--- src/rtl/ttsc_pkg.sv ---
`timescale 1ns / 1ps
package ttsc_pkg;

  // screen geometry limits
  localparam int MAX_COLUMNS    = 256;
  localparam int MAX_ROWS       = 64;
  localparam int TAB_STOP       = 8;
  localparam int LINE_WIDTH_MIN = 2;

  // configuration port
  localparam int CFG_ADDR_W = 4;
  localparam int CFG_DATA_W = 32;

  // register indexes, byte address is 4*index
  localparam logic [1:0] REG_LINE_WIDTH    = 2'd0;
  localparam logic [1:0] REG_WINDOW_TOP    = 2'd1;
  localparam logic [1:0] REG_WINDOW_BOTTOM = 2'd2;

  // command queue depth between front and back (2 or more)
  localparam int QUEUE_DEPTH_DEF = 2;

  // register reset values
  localparam logic [8:0] LINE_WIDTH_RST    = 9'd80;
  localparam logic [5:0] WINDOW_TOP_RST    = 6'd0;
  localparam logic [5:0] WINDOW_BOTTOM_RST = 6'd21;

  // character codes
  localparam logic [7:0] CH_TERM     = 8'h00;
  localparam logic [7:0] CH_TAB      = 8'h09;
  localparam logic [7:0] CH_NL       = 8'h0A;
  localparam logic [7:0] CH_SPACE    = 8'h20;
  localparam logic [7:0] CH_BANG     = 8'h21;
  localparam logic [7:0] CH_CARET    = 8'h5E;
  localparam logic [7:0] CH_DEL      = 8'h7F;
  localparam logic [7:0] CTRL_LIMIT  = 8'd32;
  localparam logic [7:0] CTRL_OFFSET = 8'd64;

  typedef struct packed {
    logic [7:0] text_byte;
    logic       start_frame;
    logic       end_of_text;
  } in_data_t;

  typedef struct packed {
    logic [5:0] cell_row;
    logic [7:0] cell_column;
    logic [7:0] cell_char;
    logic       clear_below;
    logic       last_of_run;
  } out_data_t;

  typedef enum logic [2:0] {
    K_PRINT   = 3'd0,
    K_CTRL    = 3'd1,
    K_TAB     = 3'd2,
    K_NEWLINE = 3'd3,
    K_EOT     = 3'd4
  } cmd_kind_t;

  // classified item handed from front to back
  typedef struct packed {
    cmd_kind_t  kind;
    logic [7:0] ch;
    logic       start;
  } cmd_t;

  // effective window geometry
  typedef struct packed {
    logic [7:0] last_col;
    logic [5:0] win_top;
    logic [5:0] win_bottom;
  } cfg_t;

endpackage

--- src/rtl/ttsc_front.sv ---
`timescale 1ns / 1ps
module ttsc_front (
  input  logic              in_valid,
  input  ttsc_pkg::in_data_t in_data,
  output logic              in_stall,
  input  logic              q_full,
  output logic              q_push,
  output ttsc_pkg::cmd_t    q_cmd
);
  import ttsc_pkg::*;

  assign in_stall = q_full;
  assign q_push   = in_valid && !q_full;

  always_comb begin
    q_cmd.start = in_data.start_frame;
    q_cmd.ch    = in_data.text_byte;
    if (in_data.end_of_text) begin
      q_cmd.kind = K_EOT;
    end else if (in_data.text_byte == CH_NL) begin
      q_cmd.kind = K_NEWLINE;
    end else if (in_data.text_byte == CH_TAB) begin
      q_cmd.kind = K_TAB;
    end else if (in_data.text_byte < CTRL_LIMIT || in_data.text_byte == CH_DEL) begin
      q_cmd.kind = K_CTRL;
      q_cmd.ch   = in_data.text_byte + CTRL_OFFSET;
    end else begin
      q_cmd.kind = K_PRINT;
    end
  end

endmodule

--- src/rtl/ttsc_queue.sv ---
`timescale 1ns / 1ps
module ttsc_queue #(
  parameter int DEPTH = ttsc_pkg::QUEUE_DEPTH_DEF
) (
  input  logic           clk,
  input  logic           rst_n,
  input  logic           push,
  input  ttsc_pkg::cmd_t push_cmd,
  output logic           full,
  input  logic           pop,
  output logic           valid,
  output ttsc_pkg::cmd_t pop_cmd
);
  import ttsc_pkg::*;

  localparam int PTR_W = $clog2(DEPTH);
  localparam int CNT_W = $clog2(DEPTH + 1);

  cmd_t             slot_r [DEPTH];
  logic [PTR_W-1:0] wr_ptr_r, wr_ptr_nxt;
  logic [PTR_W-1:0] rd_ptr_r, rd_ptr_nxt;
  logic [CNT_W-1:0] count_r, count_nxt;
  logic             do_push, do_pop;

  assign full    = (count_r == CNT_W'(DEPTH));
  assign valid   = (count_r != '0);
  assign pop_cmd = slot_r[rd_ptr_r];
  assign do_push = push && !full;
  assign do_pop  = pop && valid;

  always_comb begin
    wr_ptr_nxt = wr_ptr_r;
    rd_ptr_nxt = rd_ptr_r;
    count_nxt  = count_r;
    if (do_push) begin
      wr_ptr_nxt = (wr_ptr_r == PTR_W'(DEPTH - 1)) ? '0 : wr_ptr_r + 1'b1;
    end
    if (do_pop) begin
      rd_ptr_nxt = (rd_ptr_r == PTR_W'(DEPTH - 1)) ? '0 : rd_ptr_r + 1'b1;
    end
    if (do_push && !do_pop) begin
      count_nxt = count_r + 1'b1;
    end else if (do_pop && !do_push) begin
      count_nxt = count_r - 1'b1;
    end
  end

  always_ff @(posedge clk) begin
    if (!rst_n) begin
      wr_ptr_r <= '0;
      rd_ptr_r <= '0;
      count_r  <= '0;
    end else begin
      wr_ptr_r <= wr_ptr_nxt;
      rd_ptr_r <= rd_ptr_nxt;
      count_r  <= count_nxt;
    end
  end

  always_ff @(posedge clk) begin
    if (do_push) begin
      slot_r[wr_ptr_r] <= push_cmd;
    end
  end

endmodule

--- src/rtl/ttsc_back.sv ---
`timescale 1ns / 1ps
module ttsc_back (
  input  logic                clk,
  input  logic                rst_n,
  input  ttsc_pkg::cfg_t      cfg,
  input  logic                q_valid,
  input  ttsc_pkg::cmd_t      q_cmd,
  output logic                q_pop,
  output logic                out_valid,
  output ttsc_pkg::out_data_t out_data,
  input  logic                out_stall
);
  import ttsc_pkg::*;

  typedef enum logic [4:0] {
    ST_IDLE  = 5'b00001,
    ST_WMARK = 5'b00010,
    ST_WTERM = 5'b00100,
    ST_BODY  = 5'b01000,
    ST_CHAR  = 5'b10000
  } state_t;

  state_t     state_r, state_nxt;
  logic [5:0] row_r, row_nxt;
  logic [7:0] col_r, col_nxt;
  logic       full_r, full_nxt;
  logic       mid_r, mid_nxt;
  cmd_t       cmd_r, cmd_nxt;
  logic       out_valid_r, out_valid_nxt;
  out_data_t  out_data_r, out_data_nxt;

  logic       out_free, emit;
  out_data_t  cur_cell;
  logic [5:0] row_e;
  logic [7:0] col_e;
  logic       full_e;
  logic       at_bottom, sw_is_max, tab_end, col_next_is_last;

  assign out_free         = !out_valid_r || !out_stall;
  assign at_bottom        = (row_r >= cfg.win_bottom);
  assign sw_is_max        = &cfg.last_col;
  assign col_next_is_last = ((col_r + 8'd1) == cfg.last_col);
  assign tab_end          = ((col_r & 8'(TAB_STOP - 1)) == 8'(TAB_STOP - 1)) || col_next_is_last;

  always_comb begin
    state_nxt = state_r;
    row_nxt   = row_r;
    col_nxt   = col_r;
    full_nxt  = full_r;
    mid_nxt   = mid_r;
    cmd_nxt   = cmd_r;
    q_pop     = 1'b0;
    emit      = 1'b0;
    cur_cell  = '{cell_row: row_r, cell_column: col_r, cell_char: CH_TERM,
                  clear_below: 1'b0, last_of_run: 1'b1};
    row_e     = cmd_r.start ? cfg.win_top : row_r;
    col_e     = col_r;
    full_e    = full_r;

    case (state_r)
      ST_IDLE: begin
        row_e  = q_cmd.start ? cfg.win_top : row_r;
        col_e  = q_cmd.start ? 8'd0 : col_r;
        full_e = (q_cmd.start ? 1'b0 : full_r) || (row_e > cfg.win_bottom);
        if (q_valid) begin
          q_pop    = 1'b1;
          cmd_nxt  = q_cmd;
          row_nxt  = row_e;
          col_nxt  = col_e;
          full_nxt = full_e;
          mid_nxt  = 1'b0;
          if (!full_e) begin
            if (q_cmd.kind inside {K_EOT, K_NEWLINE}) begin
              state_nxt = ST_BODY;
            end else if (col_e >= cfg.last_col) begin
              state_nxt = ST_WMARK;
            end else begin
              state_nxt = ST_BODY;
            end
          end
        end
      end
      ST_WMARK: begin
        if (out_free) begin
          emit                 = 1'b1;
          cur_cell.cell_column = cfg.last_col;
          cur_cell.cell_char   = CH_BANG;
          cur_cell.last_of_run = sw_is_max && at_bottom;
          state_nxt            = ST_WTERM;
        end
      end
      ST_WTERM: begin
        if (out_free) begin
          // terminator past column 255 is not painted
          emit                 = !sw_is_max;
          cur_cell.cell_column = cfg.last_col + 8'd1;
          cur_cell.last_of_run = at_bottom;
          col_nxt              = 8'd0;
          if (at_bottom) begin
            full_nxt  = 1'b1;
            state_nxt = ST_IDLE;
          end else begin
            row_nxt   = row_r + 6'd1;
            state_nxt = mid_r ? ST_CHAR : ST_BODY;
          end
        end
      end
      ST_BODY: begin
        if (out_free) begin
          emit    = 1'b1;
          col_nxt = col_r + 8'd1;
          case (cmd_r.kind)
            K_EOT: begin
              cur_cell.clear_below = 1'b1;
              col_nxt              = col_r;
              state_nxt            = ST_IDLE;
            end
            K_NEWLINE: begin
              col_nxt   = 8'd0;
              state_nxt = ST_IDLE;
              if (at_bottom) begin
                full_nxt = 1'b1;
              end else begin
                row_nxt = row_r + 6'd1;
              end
            end
            K_TAB: begin
              cur_cell.cell_char   = CH_SPACE;
              cur_cell.last_of_run = tab_end;
              if (tab_end) begin
                state_nxt = ST_IDLE;
              end
            end
            K_CTRL: begin
              cur_cell.cell_char   = CH_CARET;
              cur_cell.last_of_run = 1'b0;
              if (col_next_is_last) begin
                mid_nxt   = 1'b1;
                state_nxt = ST_WMARK;
              end else begin
                state_nxt = ST_CHAR;
              end
            end
            K_PRINT: begin
              cur_cell.cell_char = cmd_r.ch;
              state_nxt          = ST_IDLE;
            end
            default: begin
              emit      = 1'b0;
              col_nxt   = col_r;
              state_nxt = ST_IDLE;
            end
          endcase
        end
      end
      ST_CHAR: begin
        if (out_free) begin
          emit               = 1'b1;
          cur_cell.cell_char = cmd_r.ch;
          col_nxt            = col_r + 8'd1;
          state_nxt          = ST_IDLE;
        end
      end
      default: begin
        state_nxt = ST_IDLE;
      end
    endcase

    out_valid_nxt = out_valid_r;
    out_data_nxt  = out_data_r;
    if (emit) begin
      out_valid_nxt = 1'b1;
      out_data_nxt  = cur_cell;
    end else if (!out_stall) begin
      out_valid_nxt = 1'b0;
    end
  end

  always_ff @(posedge clk) begin
    if (!rst_n) begin
      state_r     <= ST_IDLE;
      row_r       <= WINDOW_TOP_RST;
      col_r       <= 8'd0;
      full_r      <= 1'b0;
      mid_r       <= 1'b0;
      out_valid_r <= 1'b0;
    end else begin
      state_r     <= state_nxt;
      row_r       <= row_nxt;
      col_r       <= col_nxt;
      full_r      <= full_nxt;
      mid_r       <= mid_nxt;
      out_valid_r <= out_valid_nxt;
    end
  end

  always_ff @(posedge clk) begin
    cmd_r      <= cmd_nxt;
    out_data_r <= out_data_nxt;
  end

  assign out_valid = out_valid_r;
  assign out_data  = out_data_r;

endmodule

--- src/rtl/text_to_screen_cell_layout_unit.sv ---
`timescale 1ns / 1ps
// Text-to-screen cell layout. Text bytes come in one transfer each and leave as
// screen cells (row, column, character): newline ends the row with a zero
// terminator, tab pads with spaces to the next stop of 8 (clipped before the
// last column), control bytes and DEL show as caret plus byte+64, and hitting
// the last column paints '!' and a terminator, then wraps. An end-of-text
// transfer paints a terminator with clear_below set; once the row after the
// window bottom would be needed, every cell is dropped until a start_frame.
// Flow: the front classifies a byte in the cycle it is taken and drops it in
// a small command queue, so input keeps flowing while cells drain until the
// queue fills. The back sequencer takes each item off the queue in a dispatch
// step, then paints its cells (a wrap whose terminator would land past column
// 255 still spends the terminator step unpainted) and finishes an item before
// taking the next. It paints one cell per cycle while out_stall is low and sets
// the rate; a cell held in the output register blocks the next from forming.
// Registers (APB, byte address 4*i): 0 line_width (reset 80), 1 window_top
// (reset 0), 2 window_bottom (reset 21). Write them only while the block is
// idle; a write does not move the cursor.
module text_to_screen_cell_layout_unit #(
  parameter int QUEUE_DEPTH = ttsc_pkg::QUEUE_DEPTH_DEF  // 2 or more
) (
  input  logic                                clk,
  input  logic                                rst_n,
  // text input
  input  logic                                in_valid,
  input  ttsc_pkg::in_data_t                  in_data,
  output logic                                in_stall,
  // cell output
  output logic                                out_valid,
  output ttsc_pkg::out_data_t                 out_data,
  input  logic                                out_stall,
  // configuration
  input  logic                                cfg_psel,
  input  logic                                cfg_penable,
  input  logic                                cfg_pwrite,
  input  logic [ttsc_pkg::CFG_ADDR_W-1:0]     cfg_paddr,
  input  logic [ttsc_pkg::CFG_DATA_W-1:0]     cfg_pwdata,
  output logic [ttsc_pkg::CFG_DATA_W-1:0]     cfg_prdata,
  output logic                                cfg_pready
);
  import ttsc_pkg::*;

  logic [8:0] line_width_r, line_width_nxt;
  logic [5:0] window_top_r, window_top_nxt;
  logic [5:0] window_bottom_r, window_bottom_nxt;

  logic [1:0] reg_idx;
  logic       cfg_wr;
  logic [8:0] width_eff;
  cfg_t       geom;

  logic q_push, q_full, q_pop, q_valid;
  cmd_t push_cmd, pop_cmd;

  // apb: no wait states, write lands on the access cycle
  assign cfg_pready = 1'b1;
  assign reg_idx    = cfg_paddr[3:2];
  assign cfg_wr     = cfg_psel && cfg_penable && cfg_pwrite;

  always_comb begin
    line_width_nxt    = line_width_r;
    window_top_nxt    = window_top_r;
    window_bottom_nxt = window_bottom_r;
    if (cfg_wr) begin
      case (reg_idx)
        REG_LINE_WIDTH:    line_width_nxt    = cfg_pwdata[8:0];
        REG_WINDOW_TOP:    window_top_nxt    = cfg_pwdata[5:0];
        REG_WINDOW_BOTTOM: window_bottom_nxt = cfg_pwdata[5:0];
        default: begin
          // unmapped index: write dropped
        end
      endcase
    end
  end

  always_comb begin
    case (reg_idx)
      REG_LINE_WIDTH:    cfg_prdata = CFG_DATA_W'(line_width_r);
      REG_WINDOW_TOP:    cfg_prdata = CFG_DATA_W'(window_top_r);
      REG_WINDOW_BOTTOM: cfg_prdata = CFG_DATA_W'(window_bottom_r);
      default:           cfg_prdata = '0;
    endcase
  end

  always_ff @(posedge clk) begin
    if (!rst_n) begin
      line_width_r    <= LINE_WIDTH_RST;
      window_top_r    <= WINDOW_TOP_RST;
      window_bottom_r <= WINDOW_BOTTOM_RST;
    end else begin
      line_width_r    <= line_width_nxt;
      window_top_r    <= window_top_nxt;
      window_bottom_r <= window_bottom_nxt;
    end
  end

  // clamp the geometry: width into [2, MAX_COLUMNS], bottom to the last row
  always_comb begin
    if (line_width_r < 9'(LINE_WIDTH_MIN)) begin
      width_eff = 9'(LINE_WIDTH_MIN);
    end else if (line_width_r > 9'(MAX_COLUMNS)) begin
      width_eff = 9'(MAX_COLUMNS);
    end else begin
      width_eff = line_width_r;
    end
    geom.last_col = 8'(width_eff - 9'd1);
    geom.win_top  = window_top_r;
    if (window_bottom_r > 6'(MAX_ROWS - 1)) begin
      geom.win_bottom = 6'(MAX_ROWS - 1);
    end else begin
      geom.win_bottom = window_bottom_r;
    end
  end

  // front: classify each byte into a command
  ttsc_front u_front (
    .in_valid (in_valid),
    .in_data  (in_data),
    .in_stall (in_stall),
    .q_full   (q_full),
    .q_push   (q_push),
    .q_cmd    (push_cmd)
  );

  // command queue decouples intake from cell generation
  ttsc_queue #(
    .DEPTH (QUEUE_DEPTH)
  ) u_queue (
    .clk      (clk),
    .rst_n    (rst_n),
    .push     (q_push),
    .push_cmd (push_cmd),
    .full     (q_full),
    .pop      (q_pop),
    .valid    (q_valid),
    .pop_cmd  (pop_cmd)
  );

  // back: cursor state and one cell per cycle into the output register while it is free
  ttsc_back u_back (
    .clk       (clk),
    .rst_n     (rst_n),
    .cfg       (geom),
    .q_valid   (q_valid),
    .q_cmd     (pop_cmd),
    .q_pop     (q_pop),
    .out_valid (out_valid),
    .out_data  (out_data),
    .out_stall (out_stall)
  );

endmodule

--- config.mk ---
export PLATFORM = sky130hd
export DESIGN_NAME = text_to_screen_cell_layout_unit
export DESIGN_NICKNAME = d
export VERILOG_FILES = /design/src/rtl/ttsc_pkg.sv /design/src/rtl/ttsc_front.sv /design/src/rtl/ttsc_queue.sv /design/src/rtl/ttsc_back.sv /design/src/rtl/text_to_screen_cell_layout_unit.sv
export SDC_FILE = /design/constraint.sdc
export NUM_CORES = 1
export LEC_CHECK = 0
export BUFFER_PORTS_ARGS = -buffer_cell sky130_fd_sc_hd__buf_2
export CAP_MARGIN = 25
export CORE_ASPECT_RATIO = 1.2
export CORE_MARGIN = 2
export CORE_UTILIZATION = 50
export CTS_CLUSTER_DIAMETER = 30
export DETAILED_ROUTE_END_ITERATION = 6
export HOLD_SLACK_MARGIN = 0.02
export PLACE_DENSITY = 0.71
export SLEW_MARGIN = 20
export SYNTH_ARGS = -nofsm -noshare
export SYNTH_HDL_FRONTEND = slang
export SYNTH_SLANG_ARGS = --single-unit
--- constraint.sdc ---
create_clock -name clk -period 5.71 [get_ports clk]
set_clock_uncertainty 0.05 [all_clocks]
set_input_delay 1.713 -clock clk [delete_from_list [all_inputs] [get_ports clk]]
set_output_delay 1.713 -clock clk [all_outputs]
set_load 0.005 [all_outputs]
After elaboration in Yosys (flattened, before gate mapping)

Memories as Yosys holds them, arrays and structs flattened. A register that Yosys moved wholly into a read port is not among the register bits.
Cells that the tools add are included.

Bits in registers: 82
Bits in writable memories: 24
Input bits: 53
Output and inout bits: 59
Memories: 1

Memories:

| name           | depth | bits a word | rd ports | clocked after Yosys merged registers in | wr ports | line             | RTL |
|---|---|---|---|---|---|---|---|
| u_queue.slot_r | 2     | 12          | 1        | 1                                       | 1        | ttsc_queue.sv:19 | `cmd_t slot_r [DEPTH];` |

Add/sub/neg operators: 9
Magnitude comparators: 7
Equality and inequality tests: 31
Multiplexer cells: 81
Reductions and logical operators: 39

Operators with widths:

| kind                                                                         | number |
|---|---|
| 8-bit two-way mux                                                            | 13 |
| 5-bit two-way mux                                                            | 11 |
| 8-bit case mux with 3 select lines                                           | 2 |
| 6-bit two-way mux                                                            | 7 |
| 8-bit case mux with 2 select lines                                           | 2 |
| 8-bit case mux with 4 select lines                                           | 1 |
| 1-bit two-way mux                                                            | 28 |
| 9-bit case mux with 3 select lines                                           | 1 |
| 5-bit case mux with 5 select lines                                           | 1 |
| 6-bit case mux with 3 select lines                                           | 1 |
| 8-bit by 1-bit adder with 8-bit output, second input constant                | 2 |
| 8-bit by 4-bit == test with 1-bit output, second input constant              | 2 |
| 16-bit two-way mux                                                           | 1 |
| 2-bit by 1-bit inequality test with 1-bit output, second input constant      | 6 |
| 10-bit two-way mux                                                           | 1 |
| 5-bit case mux with 2 select lines                                           | 1 |
| 2-bit AND reduction                                                          | 5 |
| 5-bit AND reduction                                                          | 2 |
| 3-bit by 2-bit == test with 1-bit output, second input constant              | 3 |
| 3-bit == test, second input constant                                         | 3 |
| 9-bit > comparator, second input constant                                    | 1 |
| 9-bit by 2-bit less-than comparator with 1-bit output, second input constant | 1 |
| 3-bit two-way mux                                                            | 3 |
| 1-bit case mux with 3 select lines                                           | 3 |
| 41 further kinds                                                             | 66 |

Longest topological paths before layout

Word-level depth: 10
Gate-level depth with buffers: 14

Modules after synthesis

From an unflattened synthesis, not the netlist that was laid out.

Cells, all modules: 679
Area total of the unflattened synthesis: 6454.9 um^2

Modules (own cells, without submodules):

| module                          | times used | cells each | area each (um^2) | sequential area each (um^2) |
|---|---|---|---|---|
| ttsc_back                       | 1          | 397        | 3681.0           | 1491.4 |
| text_to_screen_cell_layout_unit | 1          | 193        | 1447.6           | 420.4 |
| ttsc_queue                      | 1          | 62         | 1097.3           | 820.8 |
| ttsc_front                      | 1          | 27         | 229.0            | 0.0 |

Worst setup path after synthesis

OpenSTA, ideal clock, no wires.

Path kind: input to output
Start point: input port cfg_paddr[2] (netlist bit)
End point: output port cfg_prdata[0] (netlist bit)
Arrival: 2.425 ns
Setup slack: 1.522 ns
Stages: 4
Buffers on the path: 1
Path through: buf_1 nor2b_1 nand2_1 o21ai_0

Word-level cells in the longest chain between the ends: 2
Elaborated cells between the ends (all ways): 4
Those cells by class: eq/ne: 2; mux: 1; reduce/logical: 1

RTL lines:

| what                                        | line                                  | RTL |
|---|---|---|
| start, declared                             | text_to_screen_cell_layout_unit.sv:36 | `input logic [ttsc_pkg::CFG_ADDR_W-1:0] cfg_paddr,` |
| 2-bit == test, or another cell as far along | text_to_screen_cell_layout_unit.sv:77 | `case (reg_idx)` |
| 9-bit case mux with 3 select lines (*)      | text_to_screen_cell_layout_unit.sv:77 |  |
| end, declared                               | text_to_screen_cell_layout_unit.sv:38 | `output logic [ttsc_pkg::CFG_DATA_W-1:0] cfg_prdata,` |

Mark *: on every way between the ends. The rest lies on a longest branch, timed or not.

Final worst setup path

Start point: input port cfg_paddr[3] (netlist bit)
End point: output port cfg_prdata[5] (netlist bit)

Same word-level chain as after synthesis.

==> flow_metrics.tcl <==
set metrics [dict create \
    outcome "completed" \
    timing.fmax_mhz 224 \
    worst_pin_slew_ns 1.01 \
    grt_first_pass_wirelength_um 23000 \
    slew_viol_final 0 \
    comb_power_share 0.260 \
    diodes 0 \
    grt_pass1_vias 4750 \
    cts_setup_buffers 0 \
    antenna_left 0 \
    pwr-share-clk 0.277 \
    vias 4933 \
    grt_max_degree 27 \
    ir_worst_vdd_v 0.000191 \
    synth-edff-count 59 \
    initial_core_util 0.512 \
    crit_top_cell "buf_2" \
    clock_sinks 107 \
    cp.required_ns 3.95 \
    ys_seq_area_frac 0.441 \
    finalHoldViolations 0 \
    relSlewSlack 0.320 \
    core.rowCount 44 \
    startpoint_type "input port" \
    tritoncts "yes" \
    netlist.area_leader.share 0.286 \
    synth_cells 647 \
    setup_violations 0 \
    synth.ff_latch_count 107 \
    cts_root_buf "clkbuf_16" \
    synth_area_mm2 0.00620 \
    critical_path_arrival_ns 2.70 \
    cp-end-kind "output port" \
    yosys_warnings 0 \
    rrSetupSlack_ns 1.95 \
    firstDrtPassIters 5 \
    crit_end "cfg_prdata[5]" \
    htreeDepth 3 \
    antenna_found_initial 0 \
    wl_met1_um 6180 \
    synth.distinct_cells 67 \
    internal-power_mw 1.51 \
    final_util 0.564 \
    fin_tns_setup_ns 0 \
    crit_chain "buf_2 > nor2b_1 > nand2_1 > o21ai_0 > buf_2" \
    synthTopCellsByArea "edfxtp_1 29%, dfxtp_1 15%, ha_1 5.4%, nor2_1 4.1%, mux2i_1 3.2%" \
    die-area_mm2 0.0133 \
    async_flop_share 0 \
    post_cts_resize_count 0 \
    wl_met2_um 7270 \
    switchingPower_mw 0.754 \
    clk_latency_ns 0.36 \
    reg2reg_to "u_back.state_r[1]" \
    yosysMostFrequentCell "nor2_1" \
    power.leakage_nw 2.68 \
    powerDensity_mw_per_mm2 332 \
    critPathKind "in -> out" \
    cap_violations 0 \
    gr-total-overflow 0 \
    synth_common_cells "67 x nor2_1, 59 x edfxtp_1, 53 x nand2_1, 48 x dfxtp_1, 38 x a21oi_1" \
    wl_met3_um 572 \
    routed.top_layer "met4" \
    rsz0062_at_grt "false" \
    via_per_inst 5.74 \
    crit_slowest_cell "nor2b_1" \
    drc 0 \
    dp_hpwl_um 10700 \
    cts_buffer_depth 2 \
    place_congestion 0.897 \
    boundaryPins 112 \
    worstHoldPathType "reg -> reg" \
    synth_ff_type "edfxtp_1" \
    cpPeakStageDelay_ns 0.41 \
    synth_area_per_cell_um2 9.59 \
    seqPwrFrac 0.464 \
    chipWidth_um 106 \
    finalCritPeriodShare 0.782 \
    die_h_um 126 \
    hold_buffers 0 \
    drive_gt1_frac 0.165 \
    drtIter0Drc 332 \
    core_area_mm2 0.0121 \
    path_clk_slew_ns 0.07 \
    p_total_mw 2.26 \
    syn2layout_area_growth_pct 10.1 \
    fin_nets 773 \
    swShare 0.333 \
    fillers 1110 \
    wl_um 14400 \
    fin_crit_ns 4.47 \
    yosys.area.top_type "edfxtp_1" \
    grt_use_total 0.216 \
    r2r.worst_path.cells 12 \
    startpoint "cfg_paddr[3]" \
    wire_per_inst_um 16.8 \
    port_buffers 62 \
    numCtsBuffers 9 \
    path_max_fanout 13 \
]
## worst min-delay path by stage
stage	start	to	cells after the start
after detailed placement	u_back.full_r	u_back.full_r	2
final	u_back.full_r	u_back.full_r	2
after CTS	u_back.full_r	u_back.full_r	2
after global routing	u_queue.rd_ptr_r	u_queue.rd_ptr_r	2
after global placement	u_back.full_r	u_back.full_r	2
after floorplan	u_back.full_r	u_back.full_r	2
## per-layer routing
layer  track usage  vias up
met5             0        -
met1         0.255     2363
li1              -     2407
met2         0.389      136
met3        0.0362       27
met4        0.0851        0
## layout by cell type, fill, tap and decap left out, types with 12 or more instances in the layout
| cell | Yosys | layout |
|---|---|---|
| dfxtp_1 | 48 | 48 |
| edfxtp_1 | 59 | 59 |
| nand2_1 | 53 | 53 |
| nor2_1 | 67 | 66 |
| and2_1 | 13 | 13 |
| inv_1 | 26 | 26 |
| a21oi_1 | 38 | 38 |
| buf_2 | 2 | 64 |
| nor3_1 | 16 | 16 |
| nand3_1 | 16 | 16 |
| mux2i_1 | 20 | 20 |
| o21ai_0 | 31 | 31 |
| mux2_2 | 16 | 16 |
| conb_1 | 2 | 24 |
| ha_1 | 27 | 27 |
| o211ai_1 | 12 | 12 |
## critical path, delay by kind of cell
kind,cells,cell delay (ns)
AO/OA/AOI/OAI,1,0.11
buffers and inverters,2,0.35
AND/OR/NAND/NOR,2,0.51
## power groups by stage
stage               logic (mW)  registers, mW  clock network, mW
finish                   0.588           1.05              0.626
global placement         0.569           1.06                  0
global route             0.648           1.07              0.664
floorplan                0.443           1.03                  0
detailed placement       0.578           1.07                  0
CTS                      0.584           1.05              0.632
## final cells by class
type | instances | area, um^2 | share of cell area
clock buffers | 9 | 225 | 0.0330
clock inverters | 7 | 80.1 | 0.0117
inverters | 26 | 97.6 | 0.0143
multi-input cells | 481 | 3140 | 0.460
flip-flops and latches | 107 | 2730 | 0.400
well taps | 161 | 201 | 0.0295
repair buffers | 68 | 350 | 0.0513
## cells by family after synthesis
family	synth area share
AND/OR/NAND/NOR	0.170
AO/OA/AOI/OAI	0.178
flip-flops	0.441
buffers and inverters	0.0670
multiplexers	0.0613
adder cells (fa/ha/maj)	0.0545
XOR/XNOR	0.0278
other	0.00121
## sequential cells by signal, indices dropped and copies added, names as in the netlist, named ones only
signal            cells
u_back.out_data      24
u_queue.slot_r       24
u_back.cmd_r         11
line_width_r          9
u_back.col_r          8
u_back.row_r          6
window_bottom_r       6
window_top_r          6
u_back.state_r        5
u_queue.count_r       2
u_back.full_r         1
u_back.mid_r          1
u_back.out_valid      1
u_queue.rd_ptr_r      1
u_queue.wr_ptr_r      1
## per-stage QoR
step,instance area (um^2),setup WS (ns),cells,hold WS (ns)
floorplan,6280,1.52,669,0.402
global placement,6500,1.32,840,0.416
detailed placement,6510,1.28,842,0.430
CTS,6820,1.27,858,0.447
global route,6830,1.13,859,0.505
finish,6830,1.24,859,0.447
(Power assumes the default switching activity.)
